--- config.mk ---
export PLATFORM = sky130hd
export DESIGN_NAME = button_click_classifier
export DESIGN_NICKNAME = d
export VERILOG_FILES = /design/src/bcc_pkg.sv /design/src/button_click_classifier.sv /design/src/bcc_cfg_regs.sv /design/src/bcc_engine.sv
export VERILOG_INCLUDE_DIRS = /design/src /design/src/src
export SDC_FILE = /design/constraint.sdc
export NUM_CORES = 1
export LEC_CHECK = 0
export BUFFER_PORTS_ARGS = -buffer_cell sky130_fd_sc_hd__buf_2
export CAP_MARGIN = 30
export CELL_PAD_IN_SITES_DETAIL_PLACEMENT = 1
export CELL_PAD_IN_SITES_GLOBAL_PLACEMENT = 1
export CORE_UTILIZATION = 40
export DETAILED_ROUTE_END_ITERATION = 12
export HOLD_SLACK_MARGIN = 0.03
export PLACE_DENSITY_LB_ADDON = 0.1
export SETUP_SLACK_MARGIN = 0.2
export SYNTH_ARGS = -nofsm -noshare
export SYNTH_HDL_FRONTEND = slang
export SYNTH_SLANG_ARGS = --single-unit
--- constraint.sdc ---
create_clock -name clk -period 4.5 [get_ports clk]
set_input_delay 0.45 -clock clk [delete_from_list [all_inputs] [get_ports clk]]
set_output_delay 0.45 -clock clk [all_outputs]
set_load 0.02 [all_outputs]
--- src/button_click_classifier_defines.svh ---
// Assertion macros shared by the button click classifier RTL.
`ifndef BUTTON_CLICK_CLASSIFIER_DEFINES_SVH
`define BUTTON_CLICK_CLASSIFIER_DEFINES_SVH

`ifndef SYNTHESIS

`define BCC_ASSERT(label, clk, rst_n, prop) \
	label: assert property (@(posedge clk) disable iff (!rst_n) prop) \
		else $error("bcc assertion failed");

`define BCC_ASSERT_NEVER(label, clk, rst_n, expr) \
	label: assert property (@(posedge clk) disable iff (!rst_n) !(expr)) \
		else $error("bcc forbidden condition");

`else

`define BCC_ASSERT(label, clk, rst_n, prop)

`define BCC_ASSERT_NEVER(label, clk, rst_n, expr)

`endif

`endif

--- src/bcc_pkg.sv ---
// Shared types and constants of the button click classifier.
package bcc_pkg;

	localparam int unsigned DEB_W     = 8;
	localparam int unsigned GAP_W     = 10;
	localparam int unsigned SAMPLE_W  = 9;
	localparam int unsigned RELEASE_W = 11;
	localparam int unsigned CFG_IDX_W = 8;
	localparam int unsigned CFG_DAT_W = 10;
	localparam int unsigned TDATA_W   = 8;

	localparam logic [DEB_W-1:0] DEB_RESET = DEB_W'(20);
	localparam logic [GAP_W-1:0] GAP_RESET = GAP_W'(250);

	localparam logic [CFG_IDX_W-1:0] REG_DEBOUNCE = CFG_IDX_W'(0);
	localparam logic [CFG_IDX_W-1:0] REG_GAP      = CFG_IDX_W'(1);

	typedef enum logic [1:0] {
		EV_NONE   = 2'd0,
		EV_SINGLE = 2'd1,
		EV_DOUBLE = 2'd2
	} event_t;

	typedef struct packed {
		logic [DEB_W-1:0] debounce_ticks;
		logic [GAP_W-1:0] double_gap_ticks;
	} cfg_t;

endpackage

--- src/button_click_classifier.sv ---
// Top level of the button click classifier: one instance per button.
`include "button_click_classifier_defines.svh"

// Button click classifier. Every transfer on the s_ side is one millisecond
// tick carrying the raw pin level; every tick yields exactly one transfer on
// the m_ side with the event code: none, single press or double press. The
// pin is resampled only after more than debounce_ticks ticks, the held sample
// is the debounced level, and a release either arms a pending press or, if
// one is pending, reports a double press. A pending press becomes a single
// press once more than double_gap_ticks ticks pass with the button up.
// Throughput is one tick per clock unless m_ stalls; a tick passes the input
// register, then the state update and result register. The debounce/click
// state is updated in the cycle a tick moves from the input to the result
// register, so a stall on m_ holds the state as well. A tick is accepted
// while a result still waits on m_ as long as the input register is free.
// Configuration (index 0 debounce_ticks, index 1 double_gap_ticks, others
// ignored) is always ready and should be written only while no tick is in
// flight. Reset values: 20 and 250 ticks.
module button_click_classifier (
	input  logic                          clk,
	input  logic                          arst_n,
	input  logic                          s_tvalid,
	output logic                          s_tready,
	input  logic [bcc_pkg::TDATA_W-1:0]   s_tdata,   // [0] pin_level
	output logic                          m_tvalid,
	input  logic                          m_tready,
	output logic [bcc_pkg::TDATA_W-1:0]   m_tdata,   // [1:0] click_event
	input  logic                          cfg_valid,
	output logic                          cfg_ready,
	input  logic [bcc_pkg::CFG_IDX_W-1:0] cfg_index,
	input  logic [bcc_pkg::CFG_DAT_W-1:0] cfg_data
);

	bcc_pkg::cfg_t   cfg;
	bcc_pkg::event_t click;

	// input register stage
	logic pin_s1, valid_s1;
	// result register stage
	bcc_pkg::event_t click_s2;
	logic valid_s2;

	logic out_free;   // result register can take a new value this cycle
	logic advance;    // tick moves from input stage into result stage

	assign out_free = !valid_s2 || m_tready;
	assign advance  = valid_s1 && out_free;
	assign s_tready = !valid_s1 || advance;

	bcc_cfg_regs u_cfg (
		.clk       (clk),
		.arst_n    (arst_n),
		.cfg_valid (cfg_valid),
		.cfg_ready (cfg_ready),
		.cfg_index (cfg_index),
		.cfg_data  (cfg_data),
		.cfg       (cfg)
	);

	bcc_engine u_engine (
		.clk    (clk),
		.arst_n (arst_n),
		.step   (advance),
		.pin    (pin_s1),
		.cfg    (cfg),
		.click  (click)
	);

	always_ff @(posedge clk or negedge arst_n) begin
		if (!arst_n) begin
			valid_s1 <= 1'b0;
			valid_s2 <= 1'b0;
		end else begin
			if (s_tready) begin
				valid_s1 <= s_tvalid;
			end
			if (out_free) begin
				valid_s2 <= valid_s1;
			end
		end
	end

	// payload registers, no reset needed
	always_ff @(posedge clk) begin
		if (s_tvalid && s_tready) begin
			pin_s1 <= s_tdata[0];
		end
		if (advance) begin
			click_s2 <= click;
		end
	end

	assign m_tvalid = valid_s2;
	assign m_tdata  = {{(bcc_pkg::TDATA_W - 2){1'b0}}, click_s2};

	// a tick in the input stage is never dropped while the output stalls
	`BCC_ASSERT(a_s1_held_on_stall, clk, arst_n,
		(valid_s1 && valid_s2 && !m_tready) |=> valid_s1)
	// a tick leaving the input stage always lands in the result stage
	`BCC_ASSERT(a_advance_fills_s2, clk, arst_n, advance |=> valid_s2)
	// with a free input stage the block must take a new tick
	`BCC_ASSERT_NEVER(a_ready_when_empty, clk, arst_n, !valid_s1 && !s_tready)

endmodule

--- src/bcc_cfg_regs.sv ---
// Configuration register file of the button click classifier.
module bcc_cfg_regs (
	input  logic                          clk,
	input  logic                          arst_n,
	input  logic                          cfg_valid,
	output logic                          cfg_ready,
	input  logic [bcc_pkg::CFG_IDX_W-1:0] cfg_index,
	input  logic [bcc_pkg::CFG_DAT_W-1:0] cfg_data,
	output bcc_pkg::cfg_t                 cfg
);

	bcc_pkg::cfg_t cfg_q;

	assign cfg_ready = 1'b1;
	assign cfg       = cfg_q;

	always_ff @(posedge clk or negedge arst_n) begin
		if (!arst_n) begin
			cfg_q.debounce_ticks   <= bcc_pkg::DEB_RESET;
			cfg_q.double_gap_ticks <= bcc_pkg::GAP_RESET;
		end else if (cfg_valid) begin
			case (cfg_index)
				bcc_pkg::REG_DEBOUNCE: begin
					cfg_q.debounce_ticks <= cfg_data[bcc_pkg::DEB_W-1:0];
				end
				bcc_pkg::REG_GAP: begin
					cfg_q.double_gap_ticks <= cfg_data[bcc_pkg::GAP_W-1:0];
				end
				default: begin
				end
			endcase
		end
	end

endmodule

--- src/bcc_engine.sv ---
// Debounce and click state of one button, advanced once per tick.
`include "button_click_classifier_defines.svh"

module bcc_engine (
	input  logic             clk,
	input  logic             arst_n,
	input  logic             step,
	input  logic             pin,
	input  bcc_pkg::cfg_t    cfg,
	output bcc_pkg::event_t  click
);

	localparam logic [bcc_pkg::SAMPLE_W-1:0]  SAMPLE_MAX  = '1;
	localparam logic [bcc_pkg::RELEASE_W-1:0] RELEASE_MAX = '1;

	logic [bcc_pkg::SAMPLE_W-1:0]  since_sample_q, sample_inc, since_sample_d;
	logic [bcc_pkg::RELEASE_W-1:0] since_release_q, release_inc, since_release_d;
	logic held_q, held_d;
	logic pressed_q;
	logic pending_q, pending_d;
	logic take_sample, release_seen;

	always_comb begin
		sample_inc  = (since_sample_q == SAMPLE_MAX) ? SAMPLE_MAX :
			since_sample_q + 1'b1;
		release_inc = (since_release_q == RELEASE_MAX) ? RELEASE_MAX :
			since_release_q + 1'b1;

		take_sample    = sample_inc > {1'b0, cfg.debounce_ticks};
		held_d         = take_sample ? pin : held_q;
		since_sample_d = take_sample ? '0 : sample_inc;

		// pressed -> released edge of the debounced level
		release_seen    = pressed_q && !held_d;
		since_release_d = release_seen ? '0 : release_inc;

		click     = bcc_pkg::EV_NONE;
		pending_d = pending_q;
		if (release_seen) begin
			if (pending_q) begin
				click     = bcc_pkg::EV_DOUBLE;
				pending_d = 1'b0;
			end else begin
				pending_d = 1'b1;
			end
		end

		// gap elapsed with button up: pending press is a single
		if (!held_d && pending_d &&
			since_release_d > {1'b0, cfg.double_gap_ticks}) begin
			click     = bcc_pkg::EV_SINGLE;
			pending_d = 1'b0;
		end
	end

	always_ff @(posedge clk or negedge arst_n) begin
		if (!arst_n) begin
			since_sample_q  <= '0;
			since_release_q <= '0;
			held_q          <= 1'b0;
			pressed_q       <= 1'b0;
			pending_q       <= 1'b0;
		end else if (step) begin
			since_sample_q  <= since_sample_d;
			since_release_q <= since_release_d;
			held_q          <= held_d;
			pressed_q       <= held_d;
			pending_q       <= pending_d;
		end
	end

	`BCC_ASSERT(a_double_needs_pending, clk, arst_n,
		(step && click == bcc_pkg::EV_DOUBLE) |-> pending_q)
	`BCC_ASSERT(a_event_clears_pending, clk, arst_n,
		(step && click != bcc_pkg::EV_NONE) |=> !pending_q)
	`BCC_ASSERT(a_event_when_released, clk, arst_n,
		(step && click != bcc_pkg::EV_NONE) |=> !pressed_q)
	`BCC_ASSERT_NEVER(a_pressed_tracks_held, clk, arst_n, pressed_q != held_q)

endmodule

==> results.cfg <==
[hold_path]
holdCritPathClass = in2async

[drt]
routed_via_density = 5.354
drt_iter0_drc = 76
first_pass_iters = 8
dr_total_vias = 2131
final_antenna_net_count = 0
drc = 2
wl_per_cell_um = 15.36
wl_um = 6115

[synthesis]
ys_ff_latch = 45
syn_area_per_cell_um2 = 9.500
synth.distinct_cells = 46
synth_area_leader_cell = dfrtp_1
syn_area_mm2 = 0.002726
ys_seq_area_share_pct = 42.22
synth-edff-count = 3
synthFlopType = dfrtp_1
async_flop_share_pct = 93.33
synth.top_cell.area_share_pct = 31.21
synth_cells = 287
yosys_warnings = 0
synthTopCellsByArea = dfrtp_1 31%, ha_1 9.2%, dfstp_2 7.7%

[sta]
min_period_ns = 4.008
worstMarginPinSlew_ns = 0.8662
timing.final.ws_setup_ns = 0.4921
timing.final.crit_share_pct = 89.07
max_freq_mhz = 249.5
timing.slew.headroom_pct = 42.11
final-setup-viol-count = 0
finalClockSkew_ns = 0.01189
rsz0062_at_grt = no
finalSetupTns_ns = 0
final_hold_viol_count = 0
slew_violations = 0

[final_layout]
ff_latch_area_mm2 = 0.001151
diodes = 0
fin_nets = 371
finalInstanceArea_mm2 = 0.003118
multi_input_comb_area_mm2 = 0.001469
area.growth.synth_to_final_pct = 14.36
fill_cells = 768
drive_gt1_share_pct = 23.99

[floorplan]
die_h_um = 84.56
die_area_mm2 = 0.007150
ioPinCount = 42
core_area_mm2 = 0.006459
placementRows = 29
die_w_um = 84.56
start_util_pct = 42.21

[clock_network]
clk_pin_slew_ns = 0.10
cts_tree = built
clock-sinks = 45
clkLatencyLatePin_ns = 0.30
cts_buffers = 5
clockRootBuffer = clkbuf_8
clockBufferDepth = 2
cts_max_level = 2

[grt]
grt_overflow_total = 0
groute.usage.overall_pct = 18.28
grt_pass1_wl_um = 10470
antenna_found_initial = 0
grt_max_degree = 25
grt_pass1_vias = 2132

[status]
outcome = complete, but fails checks
violations = DRC

[place]
port_buffers = 27
hpwl_um = 4538
place.gp.congestion = 0.7493
place_ws_ns = 0.3474
place_area_mm2 = 0.002934

[critical_path]
reg2regPathDepth = 18
criticalPathCategory = reg2reg
end_kind = flip-flop
r2r_slack_ns = 0.49
worstSetupStartpointType = flip-flop
startpoint = u_engine.since_sample_q[0]
r2r-start = u_engine.since_sample_q[0]
crit_end = click_s2[0]
path_max_fanout = 6
cp_data_required_time_ns = 4.57
rr_endpoint = click_s2[0]
cp_data_arrival_time_ns = 4.07

[power_and_ir_drop]
ir_drop_mv = 0.1820
p_leak_nw = 1.450
power.density_mw_per_mm2 = 407.9

[run]
maxCapViolCount = 0
cell usage in the layout, fill, tap and decap left out, types with 3 or more instances in the layout:
master / count
a21o_1: 3
a21oi_1: 19
a22o_1: 7
and2_1: 6
buf_2: 27
buf_4: 7
clkbuf_8: 5
conb_1: 7
dfrtp_1: 34
dfstp_2: 8
edfxtp_1: 3
ha_1: 20
inv_1: 20
mux2_2: 13
nand2_1: 29
nand2b_1: 6
nand3_1: 11
nand4_1: 8
nor2_1: 17
nor3_1: 9
o21ai_0: 13
o31ai_1: 3
xnor2_1: 8
xor2_1: 4
routing by layer:
metal	vias to the layer above	routed length, um	GRT usage [%]
met4	0	23	3.698
met5	-	0	0
met2	27	2997	29.86
met1	1033	2962	25.67
met3	2	132	3.048
li1	1069	-	-
area by class of cell:
cell class                 count  area share [%]
multi-input combinational    213           47.11
sequential                    45           36.92
timing repair buffer          35           6.902
tap                           77           3.090
clock buffer                   6           3.010
inverter                      20           2.408
clock inverter                 2          0.5618
synthesized netlist by cell type (2+ instances only):
| library cell | n |
|---|---|
| a21oi_1 | 20 |
| buf_2 | 2 |
| o21ai_1 | 2 |
| o31ai_1 | 3 |
| conb_1 | 2 |
| edfxtp_1 | 3 |
| nand2b_1 | 6 |
| mux2_2 | 13 |
| a22o_1 | 7 |
| nand3_1 | 11 |
| nand4_1 | 8 |
| and2_1 | 6 |
| o21ai_0 | 13 |
| dfstp_2 | 8 |
| buf_4 | 7 |
| clkbuf_1 | 6 |
| ha_1 | 20 |
| a211oi_1 | 3 |
| nor3_1 | 9 |
| xnor2_1 | 8 |
| dfrtp_1 | 34 |
| a21o_1 | 3 |
| nor2_1 | 17 |
| inv_1 | 20 |
| xor2_1 | 4 |
| nor3_2 | 2 |
| nand3b_1 | 2 |
| nand2_1 | 30 |
worst max-delay path, cell delays in order (launching register included):
cell and delay (ns):
dfrtp_1 0.43, ha_1 0.25, and3_1 0.22, xnor2_1 0.14, nand2_1 0.11, ha_1 0.32
a211oi_2 0.22, nor2_1 0.10, o41ai_4 0.33, buf_4 0.19, a21oi_4 0.08, a21oi_1 0.19
ha_1 0.29, o211ai_1 0.10, a21oi_1 0.08, o41ai_2 0.33, a21oi_2 0.15, nor3_1 0.15
o21ai_1 0.09
state kept, by name, indices dropped and copies added (netlist names), 2 cells and up:
register                  cells
u_cfg.cfg                    18
u_engine.since_release_q     11
u_engine.since_sample_q       9
click_s2                      2
metrics by stage:
stage / total power [W] / cells / hold slack (ns) / util (%)
2_1_floorplan: 0.0008405 / 292 / 0.1544 / -
3_3_place_gp: 0.0009364 / 383 / 0.4644 / 45.00
3_5_place_dp: 0.0009557 / 384 / 0.4618 / 45.43
4_1_cts: 0.001268 / 392 / 0.1198 / 47.15
5_1_grt: 0.001369 / 398 / 0.1448 / 48.28
6_report: 0.001272 / 398 / 0.1142 / 48.28
power breakdown:
part           switching [W]  total [W]  internal (W)
clock               0.000159   0.000306      0.000147
combinational       0.000236   0.000434      0.000197
sequential         0.0000604   0.000532      0.000471
total               0.000456    0.00127      0.000816
logic make-up (layout without fill, tap and decap cells):
| logic type | count (synthesis) | after routing | synth area share [%] |
|---|---|---|---|
| xor gates and xnor gates | 12 | 12 | 3.855 |
| adders and majority gates | 20 | 20 | 9.179 |
| and+or+nand+nor | 97 | 97 | 17.58 |
| buffers and inverters | 35 | 63 | 5.874 |
| DFF | 45 | 45 | 42.22 |
| other | 2 | 7 | 0.2755 |
| AOI/OAI and AO/OA | 63 | 64 | 15.65 |
| muxes | 13 | 13 | 5.369 |
worst min-delay path by stage:
stage,start,to
finish,arst_n,u_engine.since_release_q[8]
global route,arst_n,u_engine.since_release_q[8]
CTS,arst_n,u_engine.since_release_q[8]
detailed placement,arst_n,u_engine.since_release_q[8]
global placement,valid_s1,m_tvalid
floorplan,arst_n,m_tvalid
what timing repair did:
item                       CTS  global route
buffers inserted             0             5
setup endpoints to repair    0             1
resized for setup            0             5
hold buffers                 0             0
Note: power is estimated with default switching activity, not from simulation.
